**src/rtl/gdmpu_pkg.sv**
```systemverilog
package gdmpu_pkg;

	localparam int GDMPU_ROWS = 64;

	localparam int IN_DATA_W  = 8;
	localparam int OUT_DATA_W = 96;
	localparam int OUT_USER_W = 2;

	localparam int ROW_W     = 6;
	localparam int CHANNEL_W = 5;
	localparam int FX_W      = 64;

	localparam logic [7:0] EMPTY_BYTE  = 8'hFF;
	localparam logic [7:0] NOTE_MASK   = 8'h7F;
	localparam logic [4:0] EFFECT_MASK = 5'h1F;

	typedef enum logic [2:0] {
		PH_LEN_LO,
		PH_LEN_HI,
		PH_FLAG,
		PH_NOTE,
		PH_SAMPLE,
		PH_FX_SEL,
		PH_FX_PARAM
	} phase_t;

	typedef struct packed {
		logic row_overflow;
		logic cell_valid;
	} res_flags_t;

endpackage

```
**src/rtl/gdm_pattern_unpacker.sv**
```systemverilog
// packed pattern unpacker for a byte stream
// s_axis: one stream byte per transaction; two length bytes (low first) open each
//   pattern, the stored length is that word minus 2 (16-bit wrap), then flag bytes
//   with their note, sample and effect bytes follow
// m_axis: one transaction per completed cell, per suppressed cell (row past the
//   last row) or per pattern end; tlast marks pattern end, tuser carries
//   cell_valid and row_overflow, fields of a suppressed cell read as zero
// path: a byte is held in the input register and its result is held in the
//   output register until the receiver takes it
// throughput: one byte per cycle unless the output stalls; the whole parse state
//   update is one pass of logic between the input register and the output register
// bytes that give no result put no transaction into the output register
// when the receiver stalls the output register holds its transaction, one more
//   byte is taken into the input register if it is empty and then s_axis_tready drops
// reset clears the valid bits of both registers and returns the parser to awaiting
//   a length low byte with an empty cell
module gdm_pattern_unpacker #(
	parameter int ROWS = gdmpu_pkg::GDMPU_ROWS
) (
	input  logic                            clk,
	input  logic                            arst_n,
	input  logic                            s_axis_tvalid,
	output logic                            s_axis_tready,
	// data_byte
	input  logic [gdmpu_pkg::IN_DATA_W-1:0] s_axis_tdata,
	output logic                            m_axis_tvalid,
	input  logic                            m_axis_tready,
	// row[5:0], channel[10:6], note[18:11], sample[26:19],
	// effects_low[58:27], effects_high[90:59], zero fill
	output logic [gdmpu_pkg::OUT_DATA_W-1:0] m_axis_tdata,
	// pattern_end
	output logic                            m_axis_tlast,
	// cell_valid[0], row_overflow[1]
	output logic [gdmpu_pkg::OUT_USER_W-1:0] m_axis_tuser
);
	import gdmpu_pkg::*;

	localparam int RowCntW = $clog2(ROWS + 1);
	localparam logic [RowCntW-1:0] RowsLim = RowCntW'(ROWS);

	// input register
	logic                 in_valid_s1;
	logic [7:0]           data_s1;

	// parse state
	phase_t               phase_q, phase_n;
	logic [7:0]           len_low_q, len_low_n;
	logic [15:0]          pat_len_q, pat_len_n;
	logic [15:0]          byte_cnt_q, byte_cnt_n;
	logic [RowCntW-1:0]   row_cnt_q, row_cnt_n;
	logic [CHANNEL_W-1:0] channel_q, channel_n;
	logic [1:0]           flag_bits_q, flag_bits_n;
	logic [7:0]           note_q, note_n;
	logic [7:0]           sample_q, sample_n;
	logic [FX_W-1:0]      fx_q, fx_n;
	logic [1:0]           fx_slot_q, fx_slot_n;
	logic                 fx_more_q, fx_more_n;

	// output register
	logic                  out_valid_q;
	logic [OUT_DATA_W-1:0] out_data_q;
	logic                  out_last_q;
	res_flags_t            out_flags_q;

	logic advance;
	logic process;
	logic boundary;
	logic complete;
	logic res_cell;
	logic res_ovf;
	logic res_end;
	logic [OUT_DATA_W-1:0] res_data;

	assign advance       = !out_valid_q || m_axis_tready;
	assign process       = in_valid_s1 && advance;
	assign s_axis_tready = !in_valid_s1 || advance;

	always_comb begin
		phase_n     = phase_q;
		len_low_n   = len_low_q;
		pat_len_n   = pat_len_q;
		byte_cnt_n  = byte_cnt_q;
		row_cnt_n   = row_cnt_q;
		channel_n   = channel_q;
		flag_bits_n = flag_bits_q;
		note_n      = note_q;
		sample_n    = sample_q;
		fx_n        = fx_q;
		fx_slot_n   = fx_slot_q;
		fx_more_n   = fx_more_q;
		boundary    = 1'b0;
		complete    = 1'b0;
		res_end     = 1'b0;
		res_cell    = 1'b0;
		res_ovf     = 1'b0;

		unique case (phase_q)
			PH_LEN_LO: begin
				len_low_n = data_s1;
				phase_n   = PH_LEN_HI;
			end
			PH_LEN_HI: begin
				pat_len_n  = {data_s1, len_low_q} - 16'd2;
				byte_cnt_n = '0;
				row_cnt_n  = '0;
				if (pat_len_n == 16'd0) begin
					res_end = 1'b1;
					phase_n = PH_LEN_LO;
				end else begin
					phase_n = PH_FLAG;
				end
			end
			PH_FLAG: begin
				byte_cnt_n  = byte_cnt_q + 16'd1;
				note_n      = EMPTY_BYTE;
				sample_n    = EMPTY_BYTE;
				fx_n        = '1;
				channel_n   = data_s1[4:0];
				flag_bits_n = data_s1[6:5];
				if (data_s1 == 8'd0) begin
					if (row_cnt_q < RowsLim) begin
						row_cnt_n = row_cnt_q + RowCntW'(1);
					end
					boundary = 1'b1;
				end else if (data_s1[6:5] == 2'b00) begin
					// flag with no payload still closes a cell
					boundary = 1'b1;
				end else if (data_s1[5]) begin
					phase_n = PH_NOTE;
				end else begin
					phase_n = PH_FX_SEL;
				end
			end
			PH_NOTE: begin
				byte_cnt_n = byte_cnt_q + 16'd1;
				note_n     = data_s1 & NOTE_MASK;
				phase_n    = PH_SAMPLE;
			end
			PH_SAMPLE: begin
				byte_cnt_n = byte_cnt_q + 16'd1;
				sample_n   = data_s1;
				if (flag_bits_q[1]) begin
					phase_n = PH_FX_SEL;
				end else begin
					complete = 1'b1;
				end
			end
			PH_FX_SEL: begin
				byte_cnt_n = byte_cnt_q + 16'd1;
				fx_slot_n  = data_s1[7:6];
				fx_more_n  = data_s1[5];
				fx_n[{data_s1[7:6], 4'd0} +: 8] = {3'd0, data_s1[4:0] & EFFECT_MASK};
				phase_n    = PH_FX_PARAM;
			end
			PH_FX_PARAM: begin
				byte_cnt_n = byte_cnt_q + 16'd1;
				fx_n[{fx_slot_q, 4'd8} +: 8] = data_s1;
				if (fx_more_q) begin
					phase_n = PH_FX_SEL;
				end else begin
					complete = 1'b1;
				end
			end
			default: begin
				phase_n = PH_LEN_LO;
			end
		endcase

		if (complete) begin
			// rows past the last one are reported but the cell is dropped
			if (row_cnt_n >= RowsLim) begin
				res_ovf = 1'b1;
			end else begin
				res_cell = 1'b1;
			end
			boundary = 1'b1;
		end
		if (boundary) begin
			phase_n = PH_FLAG;
			if (byte_cnt_n >= pat_len_n) begin
				res_end = 1'b1;
				phase_n = PH_LEN_LO;
			end
		end
	end

	always_comb begin
		res_data = '0;
		if (res_cell) begin
			res_data[5:0]   = ROW_W'(row_cnt_n);
			res_data[10:6]  = channel_n;
			res_data[18:11] = note_n;
			res_data[26:19] = sample_n;
			res_data[90:27] = fx_n;
		end
	end

	always_ff @(posedge clk or negedge arst_n) begin
		if (!arst_n) begin
			in_valid_s1 <= 1'b0;
		end else if (s_axis_tready) begin
			in_valid_s1 <= s_axis_tvalid;
		end
	end

	always_ff @(posedge clk) begin
		if (s_axis_tready) begin
			data_s1 <= s_axis_tdata;
		end
	end

	always_ff @(posedge clk or negedge arst_n) begin
		if (!arst_n) begin
			phase_q     <= PH_LEN_LO;
			len_low_q   <= '0;
			pat_len_q   <= '0;
			byte_cnt_q  <= '0;
			row_cnt_q   <= '0;
			channel_q   <= '0;
			flag_bits_q <= '0;
			note_q      <= EMPTY_BYTE;
			sample_q    <= EMPTY_BYTE;
			fx_q        <= '1;
			fx_slot_q   <= '0;
			fx_more_q   <= 1'b0;
		end else if (process) begin
			phase_q     <= phase_n;
			len_low_q   <= len_low_n;
			pat_len_q   <= pat_len_n;
			byte_cnt_q  <= byte_cnt_n;
			row_cnt_q   <= row_cnt_n;
			channel_q   <= channel_n;
			flag_bits_q <= flag_bits_n;
			note_q      <= note_n;
			sample_q    <= sample_n;
			fx_q        <= fx_n;
			fx_slot_q   <= fx_slot_n;
			fx_more_q   <= fx_more_n;
		end
	end

	always_ff @(posedge clk or negedge arst_n) begin
		if (!arst_n) begin
			out_valid_q <= 1'b0;
		end else if (advance) begin
			out_valid_q <= process && (res_cell || res_ovf || res_end);
		end
	end

	always_ff @(posedge clk) begin
		if (process) begin
			out_data_q               <= res_data;
			out_last_q               <= res_end;
			out_flags_q.cell_valid   <= res_cell;
			out_flags_q.row_overflow <= res_ovf;
		end
	end

	assign m_axis_tvalid = out_valid_q;
	assign m_axis_tdata  = out_data_q;
	assign m_axis_tlast  = out_last_q;
	assign m_axis_tuser  = out_flags_q;

endmodule
```
**config.mk**
```make
export PLATFORM = sky130hd
export DESIGN_NAME = gdm_pattern_unpacker
export DESIGN_NICKNAME = d
export VERILOG_FILES = /design/src/rtl/gdmpu_pkg.sv /design/src/rtl/gdm_pattern_unpacker.sv
export SDC_FILE = /design/constraint.sdc
export NUM_CORES = 1
export LEC_CHECK = 0
export ABC_AREA = 1
export BUFFER_PORTS_ARGS = -buffer_cell sky130_fd_sc_hd__buf_2
export CAP_MARGIN = 10
export CORE_ASPECT_RATIO = 1.25
export CORE_MARGIN = 2
export CORE_UTILIZATION = 35
export DETAILED_ROUTE_END_ITERATION = 10
export GPL_ROUTABILITY_DRIVEN = 0
export PLACE_DENSITY = 0.59
export REMOVE_ABC_BUFFERS = 1
export SLEW_MARGIN = 20
export SYNTH_ARGS = -nofsm -noshare
export SYNTH_HDL_FRONTEND = slang
export SYNTH_SLANG_ARGS = --single-unit
```
**constraint.sdc**
```tcl
create_clock -name clk -period 6.1 [get_ports clk]
set_clock_uncertainty 0.05 [all_clocks]
set_input_delay 0.305 -clock clk [delete_from_list [all_inputs] [get_ports clk]]
set_output_delay 0.305 -clock clk [all_outputs]
set_load 0.02 [all_outputs]
```
* Word-level counts from Yosys, hierarchy flattened *
Index checks and enable logic that the tools add are counted.

storage, ports and cells
  input port bits = 12
  register bits after elaboration = 244
  output and inout port bits = 101

cells by class
  equality and inequality tests = 10
  mux-type cells = 35
  $lt $le $gt $ge = 3
  shift-type cells = 4
  reduce and logical (&&, ||, !) cells = 17
  $add $sub $neg = 5

operators by type and width
  kind                                                      count
  case mux 64 bit (3 select lines)                          1
  bitwise mux 64 bit                                        2
  variable shift 8 x 8 -> 64 bit, first input constant      2
  variable part select 8 x 8 -> 64 bit                      2
  case mux 16 bit (2 select lines)                          1
  case mux 8 bit (2 select lines)                           2
  case mux 3 bit (7 select lines)                           1
  2-to-1 mux 3 bit                                          6
  adder 16 x 1 -> 16 bit, second input constant             1
  greater-or-equal comparator 16 bit                        1
  logical NOT 16 bit                                        1
  2-to-1 mux 16 bit                                         1
  negation 6 -> 8 bit                                       2
  subtractor 16 x 2 -> 16 bit, second input constant        1
  2-to-1 mux 1 bit                                          14
  2-to-1 mux 7 bit                                          2
  case mux 7 bit (2 select lines)                           1
  inequality test 3 bit, second input constant              4
  == test 3 bit, second input constant                      3
  logical NOT 8 bit                                         1
  adder 7 x 1 -> 7 bit, second input constant               1
  greater-or-equal comparator 7 bit, second input constant  1
  less-than comparator 7 bit, second input constant         1
  == test 3 x 2 -> 1 bit, second input constant             2
  12 further kinds                                          20

* Longest topological paths before layout *
Gate-level depths: netlist of run 1.

  depth after elaboration = 10
  mapped depth = 20
  mapped depth without buffers = 20

* Worst setup path after synthesis of run 1 *
Ideal clock, no wire load.

  path type = reg2reg
  start point = register out_valid_q, in the netlist m_axis_tvalid
  end point = register out_data_q[0], in the netlist m_axis_tdata[0] (enable)
  arrival = 3.960 ns
  stages on the path, launching flop included = 7
  period minus slack after synthesis = 4.504 ns
  path buffers = 3
  path slack = 1.596 ns
  required time = 5.557 ns
  cell sequence = dfrtp_1 > nand2_1 > nand2_1 > clkbuf_1 > inv_1 > clkbuf_1 > clkbuf_1

on the way
  word-level cells in the longest chain between the ends = 3

RTL lines
  element                   RTL line                     source
  start: declaration        gdm_pattern_unpacker.sv:60   logic out_valid_q;
  start signal: assignment  gdm_pattern_unpacker.sv:246  out_valid_q <= process && (res_cell || res_ovf || res_end);
  logical NOT 1 bit         gdm_pattern_unpacker.sv:74   assign advance = !out_valid_q || m_axis_tready;
  logical OR 1 bit          gdm_pattern_unpacker.sv:74
  logical AND 1 bit         gdm_pattern_unpacker.sv:75   assign process = in_valid_s1 && advance;
  named net process         gdm_pattern_unpacker.sv:66   logic process;
  end signal: assignment    gdm_pattern_unpacker.sv:252  out_data_q <= res_data;
  end: declaration          gdm_pattern_unpacker.sv:61   logic [OUT_DATA_W-1:0] out_data_q;

The timed path passes the listed nets, and every way through them passes these cells.
A chain may end at the register's enable or synchronous reset.

* Final worst setup path of run 1 *
  start point = register phase_q[0]
  end point = register out_last_q, in the netlist m_axis_tlast, data pin

on the way
  word-level cells in the longest chain between the ends = 6

RTL lines
  element                                                         RTL line                     source
  start: declaration                                              gdm_pattern_unpacker.sv:46   phase_t phase_q, phase_n;
  start signal: assignment                                        gdm_pattern_unpacker.sv:227  phase_q <= phase_n;
  == test 3 bit / == test 3 x 2 -> 1 bit (equally long branches)  gdm_pattern_unpacker.sv:97   unique case (phase_q)
  OR reduction 5 bit (no line)                                    --
  case mux 16 bit (2 select lines) (*)                            gdm_pattern_unpacker.sv:97
  named net byte_cnt_n[1]                                         gdm_pattern_unpacker.sv:49   logic [15:0] byte_cnt_q, byte_cnt_n;
  greater-or-equal comparator 16 bit (*)                          gdm_pattern_unpacker.sv:180  if (byte_cnt_n >= pat_len_n) begin
  2-to-1 mux 1 bit (*)                                            gdm_pattern_unpacker.sv:180
  2-to-1 mux 1 bit (*)                                            gdm_pattern_unpacker.sv:178  if (boundary) begin
  named net res_end                                               gdm_pattern_unpacker.sv:71   logic res_end;
  end signal: assignment                                          gdm_pattern_unpacker.sv:253  out_last_q <= res_end;
  end: declaration                                                gdm_pattern_unpacker.sv:62   logic out_last_q;

Mark *: on every way through the listed nets, which the timed path passes. The rest lies on a longest branch.

==> run_summary.xml, run 1 <==
<?xml version="1.0" encoding="UTF-8"?>
<metrics>
  <group name="finish">
    <metric name="fillers" unit="">3268</metric>
    <metric name="final_util" unit="%">40.8</metric>
    <metric name="final_net_count" unit="">1373</metric>
    <metric name="antenna_cells_inserted" unit="">0</metric>
    <metric name="instances_no_fill" unit="">1776</metric>
    <metric name="synthToLayoutAreaGrowth" unit="%">15.2</metric>
    <metric name="layout-drive-gt1-share" unit="%">18.3</metric>
  </group>
  <group name="timing">
    <metric name="layout_worst_path_cycle_share" unit="%">65.8</metric>
    <metric name="rsz_0062_raised_after_global_routing" unit="">false</metric>
    <metric name="whs" unit="ns">0.0839</metric>
    <metric name="worst_path_setup_slack_after_routing" unit="ns">2.09</metric>
    <metric name="setup_violations" unit="">0</metric>
    <metric name="final_period_minus_worst_setup_slack" unit="ns">4.01</metric>
    <metric name="worst_tran_pin_value" unit="ns">1.02</metric>
    <metric name="fmax" unit="MHz">249</metric>
    <metric name="timing.max_slew.rel_slack" unit="%">32.2</metric>
    <metric name="hold_violations" unit="">0</metric>
    <metric name="timing.final.max_slew_violations" unit="">0</metric>
  </group>
  <group name="global_routing">
    <metric name="gr-usage-all-layers" unit="%">16.0</metric>
    <metric name="antenna_found_initial" unit="">0</metric>
    <metric name="grt_first_pass_wirelength" unit="mm">45.7</metric>
    <metric name="grt_overflow_total" unit="">0</metric>
    <metric name="grt_pass1_vias" unit="">8554</metric>
    <metric name="grt_max_degree" unit="">93</metric>
  </group>
  <group name="routing">
    <metric name="first_pass_iters" unit="">5</metric>
    <metric name="met2_length" unit="mm">14.0</metric>
    <metric name="vias" unit="">8855</metric>
    <metric name="detail-route-antenna-nets" unit="">0</metric>
    <metric name="met1_length" unit="mm">12.4</metric>
    <metric name="drt_wl_total" unit="mm">28.1</metric>
    <metric name="drc_errors" unit="">0</metric>
    <metric name="detailroute.wirelength.met3" unit="mm">1.25</metric>
    <metric name="first_iteration_detailed_routing_drc_count" unit="">688</metric>
    <metric name="top_layer_reached_by_signal_wires" unit="">met4</metric>
    <metric name="via_per_inst" unit="">4.99</metric>
    <metric name="wl_per_cell" unit="microns">15.8</metric>
  </group>
  <group name="synth">
    <metric name="most_common_cell_in_the_netlist" unit="">sky130_fd_sc_hd__nand2_1</metric>
    <metric name="synthDominantAreaCellType" unit="">sky130_fd_sc_hd__edfxtp_1</metric>
    <metric name="synth_sequential_area_ratio" unit="%">58.0</metric>
    <metric name="synth_enable_flop_cells" unit="">102</metric>
    <metric name="syn_avg_cell_area" unit="sq um">9.24</metric>
    <metric name="synth_top_area_share" unit="%">26.5</metric>
    <metric name="synth_common_cells" unit="">sky130_fd_sc_hd__nand2_1 (263), sky130_fd_sc_hd__o21ai_0 (189), sky130_fd_sc_hd__nor2_1 (145), sky130_fd_sc_hd__edfxtp_1 (102), sky130_fd_sc_hd__inv_1 (96)</metric>
    <metric name="synth-async-reset-ratio" unit="%">58.0</metric>
    <metric name="post_synth_inst_count" unit="">1250</metric>
    <metric name="synth_cell_type_count" unit="">43</metric>
    <metric name="synth_top_flop_cell" unit="">sky130_fd_sc_hd__edfxtp_1</metric>
    <metric name="area_contributors_post_synth" unit="">sky130_fd_sc_hd__edfxtp_1 (27%), sky130_fd_sc_hd__dfstp_2 (18%), sky130_fd_sc_hd__dfrtp_1 (13%), sky130_fd_sc_hd__nand2_1 (8.6%), sky130_fd_sc_hd__o21ai_0 (8.2%)</metric>
    <metric name="yosys_warnings" unit="">0</metric>
    <metric name="postSynthRegisterBits" unit="">243</metric>
    <metric name="netlist_area" unit="sq mm">0.0115</metric>
  </group>
  <group name="worst_setup_path">
    <metric name="crit_top_cell" unit="">sky130_fd_sc_hd__nand2_1</metric>
    <metric name="cp_top_family" unit="">simple AND/OR/NAND/NOR gates</metric>
    <metric name="worstSetupPathType" unit="">reg -&gt; reg</metric>
    <metric name="path_buf_inv" unit="">3</metric>
    <metric name="worstPathCellList" unit="">nor2_4 &gt; inv_2 &gt; nor2_8 &gt; inv_2 &gt; nand2_1 &gt; nor2_1 &gt; inv_1 &gt; o21ai_0 &gt; ha_1 &gt; a21oi_1 &gt; o21ai_0 &gt; a21o_1 &gt; nand2_1 &gt; nand3_1 &gt; nand2_1 &gt; nand2_1</metric>
    <metric name="critPathSlowestCell" unit="">sky130_fd_sc_hd__nor2_8</metric>
    <metric name="critical_path_peak_fanout" unit="">64</metric>
    <metric name="max_stage_delay" unit="ns">0.68</metric>
    <metric name="start_kind" unit="">flop</metric>
    <metric name="crit_path_capture_type" unit="">flop</metric>
    <metric name="startpoint_of_the_most_critical_register_to_register_path" unit="">phase_q[0]</metric>
    <metric name="worst-r2r-setup-slack" unit="ns">2.09</metric>
    <metric name="cp.arrival" unit="ns">4.25</metric>
    <metric name="depth_of_the_worst_register_to_register_path" unit="">16</metric>
    <metric name="worst_r2r_endpoint" unit="">m_axis_tlast</metric>
    <metric name="timing.critical_path.required" unit="ns">6.33</metric>
  </group>
  <group name="place">
    <metric name="numPlacedInstances" unit="">1718</metric>
    <metric name="setup_slack_after_placement" unit="ns">2.06</metric>
    <metric name="port_buf_inserts" unit="">107</metric>
    <metric name="hpwl" unit="mm">18.7</metric>
  </group>
  <group name="floorplanning">
    <metric name="boundaryPins" unit="">113</metric>
    <metric name="die_h" unit="microns">207</metric>
    <metric name="die_width" unit="microns">166</metric>
    <metric name="die-area" unit="sq mm">0.0345</metric>
    <metric name="design.core.area" unit="sq mm">0.0326</metric>
    <metric name="core.rowCount" unit="">74</metric>
    <metric name="initial_utilization" unit="%">35.4</metric>
  </group>
  <group name="outcome">
    <metric name="result_of_the_run" unit="">completed</metric>
  </group>
  <group name="cts">
    <metric name="tritoncts_clock_tree" unit="">yes</metric>
    <metric name="cts_sinks" unit="">243</metric>
    <metric name="post_cts_resized" unit="">0</metric>
    <metric name="numCtsBuffers" unit="">26</metric>
    <metric name="clock_insertion_delay_worst_skew" unit="ns">0.53</metric>
    <metric name="clkTransAtPathRegs" unit="ns">0.06</metric>
    <metric name="cts_max_level" unit="">1</metric>
    <metric name="clk_path_buf_depth" unit="">3</metric>
    <metric name="cts_root_buf" unit="">sky130_fd_sc_hd__clkbuf_16</metric>
  </group>
  <group name="hold_path">
    <metric name="hold_depth" unit="">4</metric>
    <metric name="hold_path_end" unit="">m_axis_tvalid</metric>
    <metric name="worstHoldPathType" unit="">in -&gt; reg</metric>
    <metric name="holdCritStartpoint" unit="">m_axis_tready</metric>
  </group>
  <group name="power_and_ir_drop">
    <metric name="power_density" unit="mW/mm^2">527</metric>
    <metric name="leakage" unit="uW">0.00556</metric>
    <metric name="vdd_drop_max" unit="V">0.000250</metric>
  </group>
  <group name="job">
    <metric name="max-cap-violations" unit="">0</metric>
  </group>
</metrics>
timing repair:
item / CTS / global route
setup buffers: 0 / 0
hold endpoints to repair: 56 / 0
hold buffers: 10 / 0
per-stage QoR:
step           power [uW]  instance area, sq um  TNS (ns)
6_report             7010                 13300         0
5_1_grt              7550                 13300         0
4_1_cts              7100                 13300         0
3_5_place_dp         5480                 12300         0
3_3_place_gp         5430                 12300         0
2_1_floorplan        4670                 11200    -87.00
tightest hold or removal path: stages:
cell                      delay (ns)
sky130_fd_sc_hd__buf_2          0.07
sky130_fd_sc_hd__inv_1          0.06
sky130_fd_sc_hd__nand2_1        0.12
sky130_fd_sc_hd__nand2_1        0.06
layout make-up:
class                           count  area [sq um]  area share, %
Clock buffer                       33           708           5.32
Clock inverter                     15           151           1.14
Inverter                          104           393           2.95
Multi-Input combinational cell    841          4160           31.2
Sequential cell                   243          6690           50.3
Tap cell                          418           523           3.93
Timing Repair Buffer              122           679           5.11
metal layers:
metal | up-vias | GRT usage, %
met2 | 201 | 28.2
met3 | 34 | 2.18
met1 | 4190 | 20.9
met5 | - | 0
li1 | 4430 | -
met4 | 0 | 3.63
flip-flops by register name (all words and copies together) (netlist names), 5 cells and up:
signal	flops
channel_q	5
len_low_q	8
fx_q	64
pat_len_q	16
row_cnt_q	7
sample_q	8
byte_cnt_q	16
data_s1	8
m_axis_tdata	91
note_q	8
worst max-delay path by stage:
stage | from | endpoint | slack, ns | cells after the start
final | phase_q[0] | m_axis_tlast | 2.09 | 16
after global routing | phase_q[0] | m_axis_tvalid | 1.60 | 19
after CTS | phase_q[0] | m_axis_tlast | 2.05 | 16
after detailed placement | phase_q[0] | m_axis_tvalid | 2.06 | 18
after global placement | phase_q[0] | m_axis_tvalid | 2.17 | 18
after floorplan | m_axis_tvalid | channel_q[0] | -1.07 | 5
kinds of logic (layout without fill, tap and decap cells):
logic type	Yosys count	after routing	synth area share, %
compound gates	303	303	14.7
xor+xnor	6	6	0.455
fa+ha+maj	23	23	2.49
buf+inv	170	274	6.34
flops	243	243	58.0
mux	2	2	0.184
other cells	1	5	0.0325
simple gates	502	502	17.9
cell usage in the layout, fill, tap and decap left out, types with 9 or more instances in the layout:
cell / netlist / final
sky130_fd_sc_hd__o211ai_1: 12 / 12
sky130_fd_sc_hd__a21oi_1: 41 / 41
sky130_fd_sc_hd__inv_1: 96 / 95
sky130_fd_sc_hd__a221oi_1: 14 / 14
sky130_fd_sc_hd__buf_2: 6 / 106
sky130_fd_sc_hd__nand2_1: 263 / 261
sky130_fd_sc_hd__nor3_1: 17 / 17
sky130_fd_sc_hd__dfstp_2: 80 / 80
sky130_fd_sc_hd__dfrtp_1: 61 / 61
sky130_fd_sc_hd__ha_1: 23 / 23
sky130_fd_sc_hd__nand4_1: 9 / 9
sky130_fd_sc_hd__dlygate4sd3_1: 0 / 10
sky130_fd_sc_hd__nor4_1: 11 / 11
sky130_fd_sc_hd__o21ai_0: 189 / 189
sky130_fd_sc_hd__clkbuf_16: 0 / 27
sky130_fd_sc_hd__o22ai_1: 20 / 20
sky130_fd_sc_hd__nand3_1: 47 / 47
sky130_fd_sc_hd__nor2_1: 145 / 144
sky130_fd_sc_hd__edfxtp_1: 102 / 102
report_power, final:
part	total, uW	internal (uW)	leakage, uW	switching [uW]
clock network	1580	946	0.000422	638
registers	2860	2550	0.00268	310
logic	2570	776	0.00246	1790
(Power assumes the default switching activity.)
==> run 2, diff against run 1 <==
--- a/config.mk
+++ b/config.mk
@@ -13,7 +13,7 @@
 export CORE_UTILIZATION = 35
 export DETAILED_ROUTE_END_ITERATION = 10
 export GPL_ROUTABILITY_DRIVEN = 0
-export PLACE_DENSITY = 0.59
+export PLACE_DENSITY = 0.61
 export REMOVE_ABC_BUFFERS = 1
 export SLEW_MARGIN = 20
 export SYNTH_ARGS = -nofsm -noshare
==> constraint.sdc (replaced) <==
create_clock -name clk -period 3.5 [get_ports clk]
set_clock_uncertainty 0.05 [all_clocks]
set_input_delay 0.175 -clock clk [delete_from_list [all_inputs] [get_ports clk]]
set_output_delay 0.175 -clock clk [all_outputs]
set_load 0.02 [all_outputs]
==> run 2 against run 1 <==
  * Flip-flop and latch count unchanged
  * Combinational power is 77% higher
  * Routed wire length down 1.4%
  * Highest routed layer unchanged
==> run_summary.xml, run 2 (synthesized netlist as in run 1, its figures left out) <==
<?xml version="1.0" encoding="UTF-8"?>
<metrics>
  <group name="global_routing">
    <metric name="globalRouteMet1Util" unit="%">20.6</metric>
    <metric name="grt_max_degree" unit="">94</metric>
    <metric name="met3_track_demand_over_resource" unit="%">2.45</metric>
    <metric name="grtUsageMet2" unit="%">27.6</metric>
    <metric name="grt_first_pass_wirelength" unit="mm">46.1</metric>
    <metric name="grt_pass1_vias" unit="">8834</metric>
    <metric name="antenna_found_initial" unit="">0</metric>
    <metric name="grt_overflow_total" unit="">0</metric>
    <metric name="globalRoute.busiestLayer" unit="">met2</metric>
    <metric name="gr-usage-all-layers" unit="%">16.1</metric>
  </group>
  <group name="routing">
    <metric name="via_per_inst" unit="">5.01</metric>
    <metric name="vias" unit="">8959</metric>
    <metric name="drc_errors" unit="">0</metric>
    <metric name="wl_per_cell" unit="microns">15.5</metric>
    <metric name="first_pass_iters" unit="">5</metric>
    <metric name="detail-route-antenna-nets" unit="">0</metric>
    <metric name="first_iteration_detailed_routing_drc_count" unit="">778</metric>
    <metric name="drt_wl_total" unit="mm">27.7</metric>
  </group>
  <group name="timing">
    <metric name="final_period_minus_worst_setup_slack" unit="ns">3.10</metric>
    <metric name="timing.max_slew.rel_slack" unit="%">38.2</metric>
    <metric name="timing.final.max_slew_violations" unit="">0</metric>
    <metric name="whs" unit="ns">0.239</metric>
    <metric name="fmax" unit="MHz">322</metric>
    <metric name="hold_violations" unit="">0</metric>
    <metric name="setup_violations" unit="">0</metric>
    <metric name="layout_worst_path_cycle_share" unit="%">88.7</metric>
    <metric name="worst_tran_pin_value" unit="ns">0.926</metric>
    <metric name="rsz_0062_raised_after_global_routing" unit="">false</metric>
  </group>
  <group name="finish">
    <metric name="fillers" unit="">3221</metric>
    <metric name="seq_area" unit="sq mm">0.00669</metric>
    <metric name="final_net_count" unit="">1387</metric>
    <metric name="highest_count_cells_in_the_layout_ignoring_fill_and_taps" unit="">sky130_fd_sc_hd__nand2_1 (261), sky130_fd_sc_hd__o21ai_0 (189), sky130_fd_sc_hd__nor2_1 (144), sky130_fd_sc_hd__buf_2 (106), sky130_fd_sc_hd__edfxtp_1 (102)</metric>
    <metric name="antenna_cells_inserted" unit="">0</metric>
    <metric name="synthToLayoutAreaGrowth" unit="%">17.1</metric>
    <metric name="multiInputGateArea" unit="sq mm">0.00416</metric>
    <metric name="final_common_cell" unit="">sky130_fd_sc_hd__nand2_1</metric>
    <metric name="largest_register_ffs" unit="">91</metric>
    <metric name="layout-drive-gt1-share" unit="%">19.3</metric>
  </group>
  <group name="floorplanning">
    <metric name="initial_utilization" unit="%">35.4</metric>
    <metric name="die_width" unit="microns">166</metric>
    <metric name="boundaryPins" unit="">113</metric>
    <metric name="core.rowCount" unit="">74</metric>
    <metric name="die-area" unit="sq mm">0.0345</metric>
    <metric name="die_h" unit="microns">207</metric>
    <metric name="design.core.area" unit="sq mm">0.0326</metric>
  </group>
  <group name="cts">
    <metric name="post_cts_resized" unit="">0</metric>
    <metric name="clock_insertion_delay_worst_skew" unit="ns">0.53</metric>
    <metric name="cts_sinks" unit="">243</metric>
    <metric name="clk_path_buf_depth" unit="">3</metric>
    <metric name="cts_setup_buffers" unit="">0</metric>
    <metric name="cts_max_level" unit="">1</metric>
    <metric name="clkTransAtPathRegs" unit="ns">0.06</metric>
    <metric name="tritoncts_clock_tree" unit="">yes</metric>
    <metric name="numCtsBuffers" unit="">24</metric>
    <metric name="ctsHoldBuffers" unit="">11</metric>
    <metric name="cts_root_buf" unit="">sky130_fd_sc_hd__clkbuf_16</metric>
  </group>
  <group name="worst_setup_path">
    <metric name="worstPathCellList" unit="">inv_1 &gt; nand3_1 &gt; nand2_1 &gt; nor2_1 &gt; inv_1 &gt; o21ai_0 &gt; ha_1 &gt; a21oi_1 &gt; o21ai_0 &gt; a21o_1 &gt; nand2_1 &gt; nand3_1 &gt; nand2_1 &gt; nand2_1</metric>
    <metric name="cp.arrival" unit="ns">3.34</metric>
    <metric name="critPathSlowestCell" unit="">sky130_fd_sc_hd__dfrtp_1</metric>
    <metric name="crit_top_cell" unit="">sky130_fd_sc_hd__nand2_1</metric>
    <metric name="worstSetupPathType" unit="">reg -&gt; reg</metric>
    <metric name="path_buf_inv" unit="">2</metric>
    <metric name="crit_path_capture_type" unit="">flop</metric>
    <metric name="critical_path_peak_fanout" unit="">10</metric>
    <metric name="max_stage_delay" unit="ns">0.57</metric>
    <metric name="start_kind" unit="">flop</metric>
    <metric name="cp_top_family" unit="">simple AND/OR/NAND/NOR gates</metric>
    <metric name="timing.critical_path.required" unit="ns">3.73</metric>
  </group>
  <group name="power_and_ir_drop">
    <metric name="leakage" unit="uW">0.00567</metric>
    <metric name="vdd_drop_max" unit="V">0.000443</metric>
    <metric name="power_density" unit="mW/mm^2">925</metric>
    <metric name="total_power" unit="uW">12500</metric>
  </group>
  <group name="place">
    <metric name="port_buf_inserts" unit="">107</metric>
    <metric name="hpwl" unit="mm">19.0</metric>
  </group>
  <group name="job">
    <metric name="max-cap-violations" unit="">0</metric>
  </group>
  <group name="hold_path">
    <metric name="worstHoldPathType" unit="">in -&gt; async</metric>
  </group>
  <group name="outcome">
    <metric name="result_of_the_run" unit="">completed</metric>
  </group>
</metrics>
run 2: changes by cell type in the layout (fill, tap and decap cells not counted), moves of 3 or more:
cell	previous run	this run
sky130_fd_sc_hd__bufinv_16	3	8
sky130_fd_sc_hd__buf_4	5	18
sky130_fd_sc_hd__clkinv_2	6	3
sky130_fd_sc_hd__clkbuf_16	27	24
sky130_fd_sc_hd__clkinv_1	8	5
run 2: path summary, 6_finish.rpt:
kind                                     end  cells past startpoint            start  slack (ns)
worst max-delay path            m_axis_tlast                     14       phase_q[2]        0.40
min in group clk                  data_s1[5]                      2  s_axis_tdata[5]        0.32
worst min-delay path            row_cnt_q[6]                      2           arst_n        0.24
max in group asynchronous           fx_q[58]                      3           arst_n        2.25
worst max register to register  m_axis_tlast                     14       phase_q[2]        0.40
worst min register to register      fx_q[39]                      2         fx_q[39]        0.42
run 2: metal layers:
metal  wire [microns]  up-vias
met1            12100     4238
met5                0        -
met2            13600      213
li1                 -     4461
met4              761        0
met3             1280       47
run 2: report_power, final:
part | switching, uW | internal (uW) | leakage, uW
Combinational | 3120 | 1420 | 0.00254
Sequential | 522 | 4430 | 0.00268
Clock | 1110 | 1900 | 0.000447
run 2: through the flow:
step                TNS, ns  instances  worst slack, ns  instance area (sq um)  util, %
floorplan           -498.69       1188            -3.67                  11200        -
global placement          0       1733            0.596                  12500     38.3
detailed placement        0       1733            0.471                  12500     38.3
CTS                       0       1788            0.444                  13500     41.5
global route              0       1788            0.126                  13500     41.5
finish                    0       1788            0.396                  13500     41.5
run 2: layout make-up:
type                       instances  share of cell area, %
inverter                         104                   2.91
tap                              418                   3.87
sequential                       243                   49.5
timing repair buffer             138                   6.12
clock inverter                    15                   2.15
clock buffer                      29                   4.73
multi-input combinational        841                   30.7
